<file path="src/rtl/core/gwm_pkg.sv">
// Package for the glob wildcard matcher: symbol codes, counter limits and the
// structs shared by the position cells, the output buffer and the top level.
// No dependencies.
package gwm_pkg;

  localparam int unsigned SYM_W      = 8;
  localparam int unsigned COUNT_W    = 16;
  localparam int unsigned OUT_DATA_W = 40;

  localparam logic [SYM_W-1:0]   SYM_STAR     = 8'd42;
  localparam logic [SYM_W-1:0]   SYM_QUESTION = 8'd63;
  localparam logic [COUNT_W-1:0] COUNT_MAX    = 16'hFFFF;

  // Broadcast from the top level to every position cell.
  typedef struct packed {
    logic             fresh;  // active set is the start set of a new candidate
    logic             step;   // a candidate character is consumed this cycle
    logic             clr;    // a new pattern begins, drop all stored positions
    logic [SYM_W-1:0] sym;    // the character of the accepted transaction
  } gwm_ctrl_t;

  // Handed from one cell to its right-hand neighbor.
  typedef struct packed {
    logic fwd;        // this position matched the character, next one goes active
    logic star_pass;  // this position is an active star, next one goes active too
    logic is_star;    // this position holds a star
  } gwm_link_t;

  // One result, packed with the last field in the lowest bit.
  typedef struct packed {
    logic               pattern_overflow;
    logic [COUNT_W-1:0] match_count;
    logic [COUNT_W-1:0] candidate_index;
    logic               matched;
  } gwm_result_t;

endpackage

</file>
<file path="src/rtl/core/gwm_cell.sv">
// One pattern position of the matcher chain: the stored character and its
// active bit. Depends on gwm_pkg.
module gwm_cell (
  input  logic              clk,
  input  logic              rst_n,
  input  gwm_pkg::gwm_ctrl_t ctrl,
  input  logic              wr_en,
  input  logic              start,
  input  gwm_pkg::gwm_link_t link_i,
  output gwm_pkg::gwm_link_t link_o,
  output logic              act_nxt
);
  import gwm_pkg::*;

  logic             valid_r;
  logic             act_r;
  logic             star_r;
  logic             any_r;
  logic [SYM_W-1:0] sym_r;
  logic             cur;
  logic             raw;

  // A fresh candidate starts from the closed start set instead of the register.
  assign cur = ctrl.fresh ? start : act_r;
  // A star keeps itself active; a matching left neighbor activates this one.
  assign raw     = (valid_r & star_r & cur) | link_i.fwd;
  assign act_nxt = raw | link_i.star_pass;

  assign link_o.fwd       = valid_r & ~star_r & cur & (any_r | (sym_r == ctrl.sym));
  assign link_o.star_pass = valid_r & star_r & raw;
  assign link_o.is_star   = valid_r & star_r;

  always_ff @(posedge clk) begin
    if (!rst_n) begin
      valid_r <= 1'b0;
      act_r   <= 1'b0;
    end else begin
      if (wr_en) begin
        valid_r <= 1'b1;
      end else if (ctrl.clr) begin
        valid_r <= 1'b0;
      end
      if (ctrl.step) begin
        act_r <= act_nxt;
      end
    end
  end

  always_ff @(posedge clk) begin
    if (wr_en) begin
      sym_r  <= ctrl.sym;
      star_r <= (ctrl.sym == SYM_STAR);
      any_r  <= (ctrl.sym == SYM_QUESTION);
    end
  end

endmodule

</file>
<file path="src/rtl/core/gwm_out_buf.sv">
// Output register with one skid entry for the matcher results.
// Depends on gwm_pkg.
module gwm_out_buf (
  input  logic                 clk,
  input  logic                 rst_n,
  input  logic                 push,
  input  gwm_pkg::gwm_result_t push_data,
  output logic                 push_ready,
  output logic                 out_valid,
  output gwm_pkg::gwm_result_t out_data,
  input  logic                 out_ready
);
  import gwm_pkg::*;

  logic        out_vld_r, out_vld_nxt;
  logic        skid_vld_r, skid_vld_nxt;
  gwm_result_t out_dat_r, out_dat_nxt;
  gwm_result_t skid_dat_r, skid_dat_nxt;
  logic        take;

  assign take       = out_vld_r & out_ready;
  assign push_ready = ~skid_vld_r;
  assign out_valid  = out_vld_r;
  assign out_data   = out_dat_r;

  always_comb begin
    out_vld_nxt  = out_vld_r;
    skid_vld_nxt = skid_vld_r;
    out_dat_nxt  = out_dat_r;
    skid_dat_nxt = skid_dat_r;
    if (skid_vld_r) begin
      if (take) begin
        out_dat_nxt  = skid_dat_r;
        skid_vld_nxt = 1'b0;
      end
    end else if (push) begin
      if (out_vld_r && !take) begin
        skid_dat_nxt = push_data;
        skid_vld_nxt = 1'b1;
      end else begin
        out_dat_nxt = push_data;
        out_vld_nxt = 1'b1;
      end
    end else if (take) begin
      out_vld_nxt = 1'b0;
    end
  end

  always_ff @(posedge clk) begin
    if (!rst_n) begin
      out_vld_r  <= 1'b0;
      skid_vld_r <= 1'b0;
    end else begin
      out_vld_r  <= out_vld_nxt;
      skid_vld_r <= skid_vld_nxt;
    end
  end

  always_ff @(posedge clk) begin
    out_dat_r  <= out_dat_nxt;
    skid_dat_r <= skid_dat_nxt;
  end

endmodule

</file>
<file path="src/rtl/core/glob_wildcard_matcher_core.sv">
// Top level of the glob wildcard matcher: a chain of position cells, the
// pattern load control, the counters and the result buffer.
// Depends on gwm_pkg, gwm_cell and gwm_out_buf.
//
// Usage. One input stream carries both the pattern and the candidate strings,
// one character per transaction. in_tuser is 0 for a pattern character and 1
// for a candidate character; in_tlast marks the final character of either.
// A pattern character that follows a finished pattern (or reset) starts a new
// pattern and clears both counters. '*' matches any run of characters and '?'
// matches exactly one. Characters beyond PATTERN_MAX are dropped and flagged.
// Each candidate's last character yields one result transaction on the output
// stream: matched flag, candidate index, running match count, overflow flag.
// Throughput is one input transaction per clock cycle while in_tready is high,
// set by the update of the active bits that every cell hands to its right-hand
// neighbor. A result is registered after its last character is taken.
// When the receiver stalls, one more result is held in a skid entry; in_tready
// drops only while that entry is full. Reset clears all control state and the
// counters; no pattern is loaded, so no candidate matches until one is.
// Runs of stars are stored as a single star, which keeps each cell's update
// to its immediate neighbors.
module glob_wildcard_matcher_core #(
  parameter int unsigned PATTERN_MAX = 64
) (
  input  logic                             clk,
  input  logic                             rst_n,
  input  logic                             in_tvalid,
  output logic                             in_tready,
  input  logic [gwm_pkg::SYM_W-1:0]        in_tdata,   // [7:0] symbol
  input  logic                             in_tuser,   // [0] mode
  input  logic                             in_tlast,
  output logic                             out_tvalid,
  input  logic                             out_tready,
  // [0] matched, [16:1] candidate_index, [32:17] match_count,
  // [33] pattern_overflow, [39:34] zero
  output logic [gwm_pkg::OUT_DATA_W-1:0]   out_tdata
);
  import gwm_pkg::*;

  localparam int unsigned LEN_W = $clog2(PATTERN_MAX + 1);
  localparam int unsigned IDX_W = $clog2(PATTERN_MAX);

  logic               loading_r, loading_nxt;
  logic               fresh_r, fresh_nxt;
  logic               ovf_r, ovf_nxt;
  logic               last_star_r, last_star_nxt;
  logic [LEN_W-1:0]   raw_len_r, raw_len_nxt;
  logic [LEN_W-1:0]   comp_len_r, comp_len_nxt;
  logic [COUNT_W-1:0] cand_cnt_r, cand_cnt_nxt;
  logic [COUNT_W-1:0] match_cnt_r, match_cnt_nxt;

  logic               in_acc, pat_acc, cand_acc, new_pat, sym_star;
  logic [LEN_W-1:0]   len_base, comp_base;
  logic               last_star_base;
  logic               pat_wr;
  logic [IDX_W-1:0]   wr_idx;
  logic               hit;
  logic               res_push;
  gwm_result_t        res, out_res;
  gwm_ctrl_t          ctrl;
  gwm_link_t          link [PATTERN_MAX:0];
  logic [PATTERN_MAX:0] act_nxt;

  assign in_acc   = in_tvalid & in_tready;
  assign pat_acc  = in_acc & ~in_tuser;
  assign cand_acc = in_acc & in_tuser;
  assign new_pat  = pat_acc & ~loading_r;
  assign sym_star = (in_tdata == SYM_STAR);

  assign len_base       = new_pat ? '0 : raw_len_r;
  assign comp_base      = new_pat ? '0 : comp_len_r;
  assign last_star_base = new_pat ? 1'b0 : last_star_r;
  assign wr_idx         = comp_base[IDX_W-1:0];

  assign ctrl.fresh = fresh_r;
  assign ctrl.step  = cand_acc;
  assign ctrl.clr   = new_pat;
  assign ctrl.sym   = in_tdata;

  // The chain of position cells; the end position after the last cell only
  // collects what the last cell hands over.
  assign link[0] = '0;

  for (genvar gi = 0; gi < PATTERN_MAX; gi++) begin : g_cell
    logic start;
    if (gi == 0) begin : g_first
      assign start = 1'b1;
    end else if (gi == 1) begin : g_second
      assign start = link[1].is_star;
    end else begin : g_rest
      assign start = 1'b0;
    end

    gwm_cell u_cell (
      .clk     (clk),
      .rst_n   (rst_n),
      .ctrl    (ctrl),
      .wr_en   (pat_wr && (wr_idx == IDX_W'(gi))),
      .start   (start),
      .link_i  (link[gi]),
      .link_o  (link[gi+1]),
      .act_nxt (act_nxt[gi])
    );
  end

  assign act_nxt[PATTERN_MAX] = link[PATTERN_MAX].fwd | link[PATTERN_MAX].star_pass;

  // The candidate matches when the position just past the pattern is active.
  assign hit = act_nxt[comp_len_r];

  always_comb begin
    loading_nxt   = loading_r;
    fresh_nxt     = fresh_r;
    ovf_nxt       = ovf_r;
    last_star_nxt = last_star_r;
    raw_len_nxt   = raw_len_r;
    comp_len_nxt  = comp_len_r;
    cand_cnt_nxt  = cand_cnt_r;
    match_cnt_nxt = match_cnt_r;
    pat_wr        = 1'b0;
    if (pat_acc) begin
      loading_nxt   = ~in_tlast;
      fresh_nxt     = 1'b1;
      ovf_nxt       = new_pat ? 1'b0 : ovf_r;
      cand_cnt_nxt  = new_pat ? '0 : cand_cnt_r;
      match_cnt_nxt = new_pat ? '0 : match_cnt_r;
      raw_len_nxt   = len_base;
      comp_len_nxt  = comp_base;
      last_star_nxt = last_star_base;
      if (len_base < LEN_W'(PATTERN_MAX)) begin
        raw_len_nxt = len_base + LEN_W'(1);
        // A star right after a stored star adds nothing and is not stored.
        if (!(sym_star && last_star_base)) begin
          pat_wr        = 1'b1;
          comp_len_nxt  = comp_base + LEN_W'(1);
          last_star_nxt = sym_star;
        end
      end else begin
        ovf_nxt = 1'b1;
      end
    end else if (cand_acc) begin
      loading_nxt = 1'b0;
      fresh_nxt   = in_tlast;
      if (in_tlast) begin
        if (cand_cnt_r != COUNT_MAX) begin
          cand_cnt_nxt = cand_cnt_r + COUNT_W'(1);
        end
        if (hit && (match_cnt_r != COUNT_MAX)) begin
          match_cnt_nxt = match_cnt_r + COUNT_W'(1);
        end
      end
    end
  end

  always_ff @(posedge clk) begin
    if (!rst_n) begin
      loading_r   <= 1'b0;
      fresh_r     <= 1'b1;
      ovf_r       <= 1'b0;
      last_star_r <= 1'b0;
      raw_len_r   <= '0;
      comp_len_r  <= '0;
      cand_cnt_r  <= '0;
      match_cnt_r <= '0;
    end else begin
      loading_r   <= loading_nxt;
      fresh_r     <= fresh_nxt;
      ovf_r       <= ovf_nxt;
      last_star_r <= last_star_nxt;
      raw_len_r   <= raw_len_nxt;
      comp_len_r  <= comp_len_nxt;
      cand_cnt_r  <= cand_cnt_nxt;
      match_cnt_r <= match_cnt_nxt;
    end
  end

  assign res_push                 = cand_acc & in_tlast;
  assign res.matched              = hit;
  assign res.candidate_index      = cand_cnt_r;
  assign res.match_count          = match_cnt_nxt;
  assign res.pattern_overflow     = ovf_r;

  gwm_out_buf u_out_buf (
    .clk        (clk),
    .rst_n      (rst_n),
    .push       (res_push),
    .push_data  (res),
    .push_ready (in_tready),
    .out_valid  (out_tvalid),
    .out_data   (out_res),
    .out_ready  (out_tready)
  );

  assign out_tdata = {{(OUT_DATA_W - $bits(gwm_result_t)){1'b0}}, out_res};

endmodule

</file>
<file path="config.mk">
export PLATFORM = sky130hd
export DESIGN_NAME = glob_wildcard_matcher_core
export DESIGN_NICKNAME = d
export VERILOG_FILES = /design/src/rtl/core/gwm_pkg.sv /design/src/rtl/core/gwm_cell.sv /design/src/rtl/core/gwm_out_buf.sv /design/src/rtl/core/glob_wildcard_matcher_core.sv
export SDC_FILE = /design/constraint.sdc
export NUM_CORES = 1
export LEC_CHECK = 0
export BUFFER_PORTS_ARGS = -buffer_cell sky130_fd_sc_hd__buf_2
export CORE_ASPECT_RATIO = 0.5
export CORE_UTILIZATION = 38
export CTS_CLUSTER_SIZE = 14
export DETAILED_ROUTE_END_ITERATION = 16
export GPL_TIMING_DRIVEN = 0
export SYNTH_ARGS = -nofsm -noshare
export SYNTH_HDL_FRONTEND = slang
export SYNTH_SLANG_ARGS = --single-unit
</file>
<file path="constraint.sdc">
create_clock -name clk -period 7 [get_ports clk]
set_clock_uncertainty 0.05 [all_clocks]
set_input_delay 0.35 -clock clk [delete_from_list [all_inputs] [get_ports clk]]
set_output_delay 0.35 -clock clk [all_outputs]
set_load 0.005 [all_outputs]
</file>
Word-level counts from Yosys, hierarchy flattened
Index checks and enable logic that the tools add are counted.
Cells by class
  add/sub/neg operators: 4
  order comparisons: 2
  equality and inequality tests: 136
  muxes and demuxes: 166
  bitwise logic cells: 650
  reductions and logical operators: 144
Operator list (count)
  == test 8 bit: 64
  bitwise AND 1 bit: 390
  == test 6 bit (second input constant): 32
  bitwise OR 1 bit: 191
  two-way mux 16 bit: 10
  two-way mux 1 bit: 146
  nonzero test 2 bit: 69
  two-way mux 34 bit: 4
  == test 6 x 5 -> 1 bit (second input constant): 16
  inverter 1 bit: 69
  logical AND 1 bit: 67
  == test 6 x 4 -> 1 bit (second input constant): 8
  two-way mux 7 bit: 5
  adder 16 x 1 -> 16 bit (second input constant): 2
  != test 16 bit (second input constant): 2
  == test 6 x 3 -> 1 bit (second input constant): 4
  == test 8 x 6 -> 1 bit (second input constant): 2
  adder 7 x 1 -> 7 bit (second input constant): 2
  == test 6 x 2 -> 1 bit (second input constant): 2
  AND reduction 3 bit: 3
  less-than comparator 7 x 8 -> 1 bit (second input constant): 1
  binary-select mux 1 bit (select 7 bit): 1
  less-than comparator 7 bit (second input constant): 1
  == test 6 x 1 -> 1 bit (second input constant): 1
  other kinds (7): 10
Word-level totals
  flip-flop bits (word level): 888
  bits of input ports: 14
  output and inout bits: 42
  logic and storage cells: 1440

Logic depth before layout (Yosys ltp)
  depth in word-level cells: 17
  mapped depth: 17
  mapped depth without buffers: 12

Modules after synthesis
From an unflattened synthesis, not the netlist that was laid out.
Second synthesis, totals
  cells, all modules: 3273
  area, all modules: 40447.5 µm²
Modules (own cells, without submodules)
  gwm_cell: instances 64, cells an instance 41, area each 529.3 µm², seq. area each 340.3 µm²
  glob_wildcard_matcher_core: instances 1, cells an instance 529, area each 4007.6 µm², seq. area each 1001.0 µm²
  gwm_out_buf: instances 1, cells an instance 120, area each 2567.5 µm², seq. area each 2082.0 µm²

Worst setup path after synthesis
OpenSTA, ideal clock, no wires.
  kind: input -> register
  start: in in_tdata[3] (netlist bit)
  end: reg comp_len_r[6]
  library setup time: 0.128 ns
  data arrival time: 6.087 ns
  required time: 6.822 ns
  path slack: 0.736 ns
  stages: 14
  path buffers: 4
  cells stage by stage: buf_4 buf_6 buf_6 buf_4 nand4_1 nor4_1 a21o_1 a21oi_1 nand3_1 nor2_1 nand2_1 nor2_1 xor2_1 nor2_1
Between the ends
  longest elaborated chain between the ends: 4
RTL lines
  start: declaration: line glob_wildcard_matcher_core.sv:28  | input logic [gwm_pkg::SYM_W-1:0] in_tdata,
  == test 8 x 6 -> 1 bit: line glob_wildcard_matcher_core.sv:67  | assign sym_star = (in_tdata == SYM_STAR);
  named net sym_star: line glob_wildcard_matcher_core.sv:51  | logic in_acc, pat_acc, cand_acc, new_pat, sym_star;
  logical AND 1 bit: line glob_wildcard_matcher_core.sv:132  | if (!(sym_star && last_star_base)) begin
  two-way mux 7 bit: line glob_wildcard_matcher_core.sv:132
  two-way mux 7 bit: line glob_wildcard_matcher_core.sv:129  | if (len_base < LEN_W'(PATTERN_MAX)) begin
  end signal: assignment: line glob_wildcard_matcher_core.sv:170  | comp_len_r <= comp_len_nxt;
  end: declaration: line glob_wildcard_matcher_core.sv:47  | logic [LEN_W-1:0] comp_len_r, comp_len_nxt;
The timed path passes the listed nets, and every way through them passes these cells.
A chain may end at the register's enable or synchronous reset.

==> results by group <==
Outcome
  – Status: completed

Timing
  – Setup ws final: 0.700 ns
  – Achievable clock frequency: 159 MHz
  – Hold Violations, Final: 0
  – Slew HR: 4.42%
  – Max-slew violations: 0
  – Period minus WS final: 6.30 ns
  – Final Setup Violations: 0
  – Worst Max-Slew Pin Slew: 1.43 ns
  – RSZ-0062 raised after global routing: no
  – Crit share post-route: 90.0%

Worst setup path
  – Origin of the worst setup path: fresh_r
  – CP max-delay cell: clkbuf_1
  – CP max stage delay: 0.84 ns
  – WS Path Type: flop to flop
  – Req. time, crit path: 7.30 ns
  – Worst setup EP type: flop
  – Reg-to-Reg Start: fresh_r
  – R2R Path End: u_out_buf.out_data[19]
  – R2R Setup Slk: 0.70 ns
  – Maximum fanout along the worst path: 10
  – Reg2Reg Depth: 14
  – Startpoint types: flop
  – Most frequent CP cell: clkbuf_1
  – Critical-path cell list: clkbuf_1 > clkbuf_1 > buf_2 > clkbuf_1 > nor2_1 > a211oi_1 > o221ai_1 > o21ai_0 > o211ai_1 > nor3_4 > inv_2 > buf_2 > nand4_1 > o311ai_0
  – Arr. time, crit path: 6.60 ns

Layout
  – Final Instance Area: 43800 sq um
  – # diodes: 0
  – Share of cells above drive strength 1: 9.21%
  – Area growth syn-to-layout: 13.1%
  – Most frequent cells in the layout: edfxtp_1, xor2_1, nor2_1
  – Layout Utilization: 43.5%
  – # nets final: 3221
  – Most common cell after layout, fill and taps aside: edfxtp_1
  – Fin cells: 4612

Clock tree
  – Clock root cell: clkbuf_16
  – Skew-Pair Late Insertion Delay: 0.67 ns
  – Post_cts resized: 0
  – TritonCTS Sinks: 888
  – Htree depth: 3
  – Clock transition at path regs: 0.07 ns
  – Bufs on Longest Clock Path: 3
  – Num CTS Buffers: 86
  – TritonCTS clock tree: done

Yosys
  – Gate Count Post-Synth: 3040
  – Flops & latches, synth: 888
  – Synth async-reset ratio: 0%
  – Primary FF master, synth: edfxtp_1
  – EDFF count, synth: 708
  – Post-synth cell types: 93
  – Synthesis Warnings: 0
  – Seq/Total Area, Yosys: 64.2%
  – Mapped Area: 38700 sq um
  – Syn Area/Cell: 12.7 sq um

Placed design
  – GP Congestion: 1.00
  – Pre-CTS WS: 0.665 ns
  – Placed cells: 4455
  – DP Area: 41000 sq um
  – Port Buf Inserts: 47
  – DP HPWL: 81.3 mm

Detailed routing
  – Post-route ant nets: 0
  – Vias post-DR: 26.5k
  – Post-detailed-route via-to-cell ratio: 5.74
  – DRC Markers: 0
  – M1 WL: 54.0 mm
  – DRT Pass-1 Iters: 8
  – Average wire per standard cell: 26.4 microns
  – Met3 WL: 11.5 mm
  – 1st-iter DRT viols: 3362
  – Max Used Layer: met4
  – WL met2: 52.7 mm
  – Total routed wirelength: 122 mm

GRT
  – GRT Util Overall: 23.2%
  – Vias in the first global route: 24.5k
  – Largest net degree at the start of global routing: 42
  – First-pass GRT wire length: 172 mm
  – Gr ovfl total: 0
  – Initial antenna violation count: 0

Power
  – Power per standard cell area: 251 nW/um^2
  – Max VDD drop: 0.000165 V
  – LEAKAGE: 14.2 nW

Die
  – Ports: 56
  – Floorplan row count: 82
  – Die height: 228 microns
  – Die Footprint: 103000 sq um
  – Die X: 453 microns
  – Starting Density: 38.5%
  – Core area: 101000 sq um

Hold path
  – HP Start: in_tlast
  – Min-Delay Endpoint: loading_r
  – Worst min-delay path category: primary input to flop
  – Hold Path Cell Cnt: 4

Job
  – # Max-Cap Violations: 0
==> repair_timing <==
item	CTS	global route
hold endpoints to repair	1	0
hold buffers	1	0
setup buffers	0	0
==> cells by family after synthesis <==
logic type,count (synthesis),synth area share [%]
buffers and inverters,191,2.60
XOR/XNOR,531,12.0
adder cells (fa/ha/maj),7,0.226
multiplexers,25,0.734
AND/OR/NAND/NOR,922,11.9
flip-flops,888,64.2
other,1,0.00969
AO/OA/AOI/OAI,475,8.28
==> cells in the mapped netlist (9+ instances only) <==
| master | n | area, sq um |
|---|---|---|
| a211oi_1 | 38 | 285 |
| a21oi_1 | 91 | 455 |
| a311oi_1 | 14 | 123 |
| a31oi_1 | 26 | 163 |
| and3_1 | 29 | 181 |
| buf_2 | 23 | 115 |
| buf_4 | 27 | 203 |
| buf_6 | 21 | 236 |
| clkbuf_1 | 70 | 263 |
| dfxtp_1 | 180 | 3600 |
| edfxtp_1 | 708 | 21300 |
| inv_1 | 38 | 143 |
| mux2_2 | 17 | 191 |
| nand2_1 | 227 | 852 |
| nand2b_1 | 13 | 81.3 |
| nand3_1 | 65 | 325 |
| nand3b_1 | 14 | 105 |
| nand4_1 | 61 | 382 |
| nand4b_1 | 9 | 78.8 |
| nor2_1 | 269 | 1010 |
| nor2b_1 | 26 | 163 |
| nor3_1 | 42 | 210 |
| nor4_1 | 96 | 601 |
| o2111ai_1 | 14 | 123 |
| o211a_1 | 9 | 90.1 |
| o211ai_1 | 19 | 143 |
| o21ai_0 | 120 | 601 |
| o22ai_1 | 13 | 81.3 |
| o31ai_1 | 18 | 135 |
| o32ai_1 | 10 | 87.6 |
| xnor2_1 | 188 | 1650 |
| xor2_1 | 343 | 3000 |
==> routing by layer <==
layer,up-vias,GRT usage [%]
li1,11562,-
met3,238,4.64
met1,13304,33.5
met5,-,0
met2,1356,35.3
met4,0,7.04
==> worst max-delay path, delay by kind of cell, from the launching register on <==
family / cells / cell delay [ns]
AOI/OAI and AO/OA: 5 / 1.46
DFF: 1 / 0.48
buffers and inverters: 6 / 3.24
and+or+nand+nor: 3 / 0.76
==> final cells by class <==
type | count | area, sq um
plain buffers | 149 | 847
clock buffers | 121 | 2410
clock inverters | 35 | 335
fillers | 9176 | 56800
inverters | 42 | 158
multi-input cells | 1966 | 12900
flip-flops and latches | 888 | 24900
well taps | 1344 | 1680
repair buffers | 67 | 598
==> registers in the layout, indices dropped and copies added, names as in the netlist, 7 cells and up <==
signal                 count
raw_len_r                  7
u_out_buf.out_data        34
cand_cnt_r                16
comp_len_r                 7
g_cell.u_cell.any_r       64
g_cell.u_cell.sym_r      512
g_cell.u_cell.act_r       64
u_out_buf.skid_dat_r      34
g_cell.u_cell.star_r      64
g_cell.u_cell.valid_r     64
match_cnt_r               16
==> worst max-delay path by stage <==
stage	end	slack (ns)	cells after the start
after global routing	u_out_buf.out_data[21]	0.71	14
final	u_out_buf.out_data[19]	0.70	14
after global placement	comp_len_r[6]	-7.91	14
after detailed placement	g_cell[63].u_cell.sym_r[3]	0.67	15
after floorplan	comp_len_r[6]	0.74	14
after CTS	u_out_buf.out_data[19]	0.96	14
==> through the flow <==
stage	TNS [ns]	power (mW)	hold WS, ns
floorplan	0	6.13	0.367
global placement	-5983.70	6.39	0.385
detailed placement	0	6.41	0.397
CTS	0	11.0	0.0551
global route	0	11.2	0.0980
finish	0	11.0	0.0945
==> power by group <==
group | internal, mW | switching, mW | leakage (nW)
clock | 2.66 | 2.00 | 1.34
combinational | 0.166 | 0.421 | 5.12
sequential | 5.70 | 0.0199 | 7.71
No activity file was read; power rests on OpenSTA's default activity.
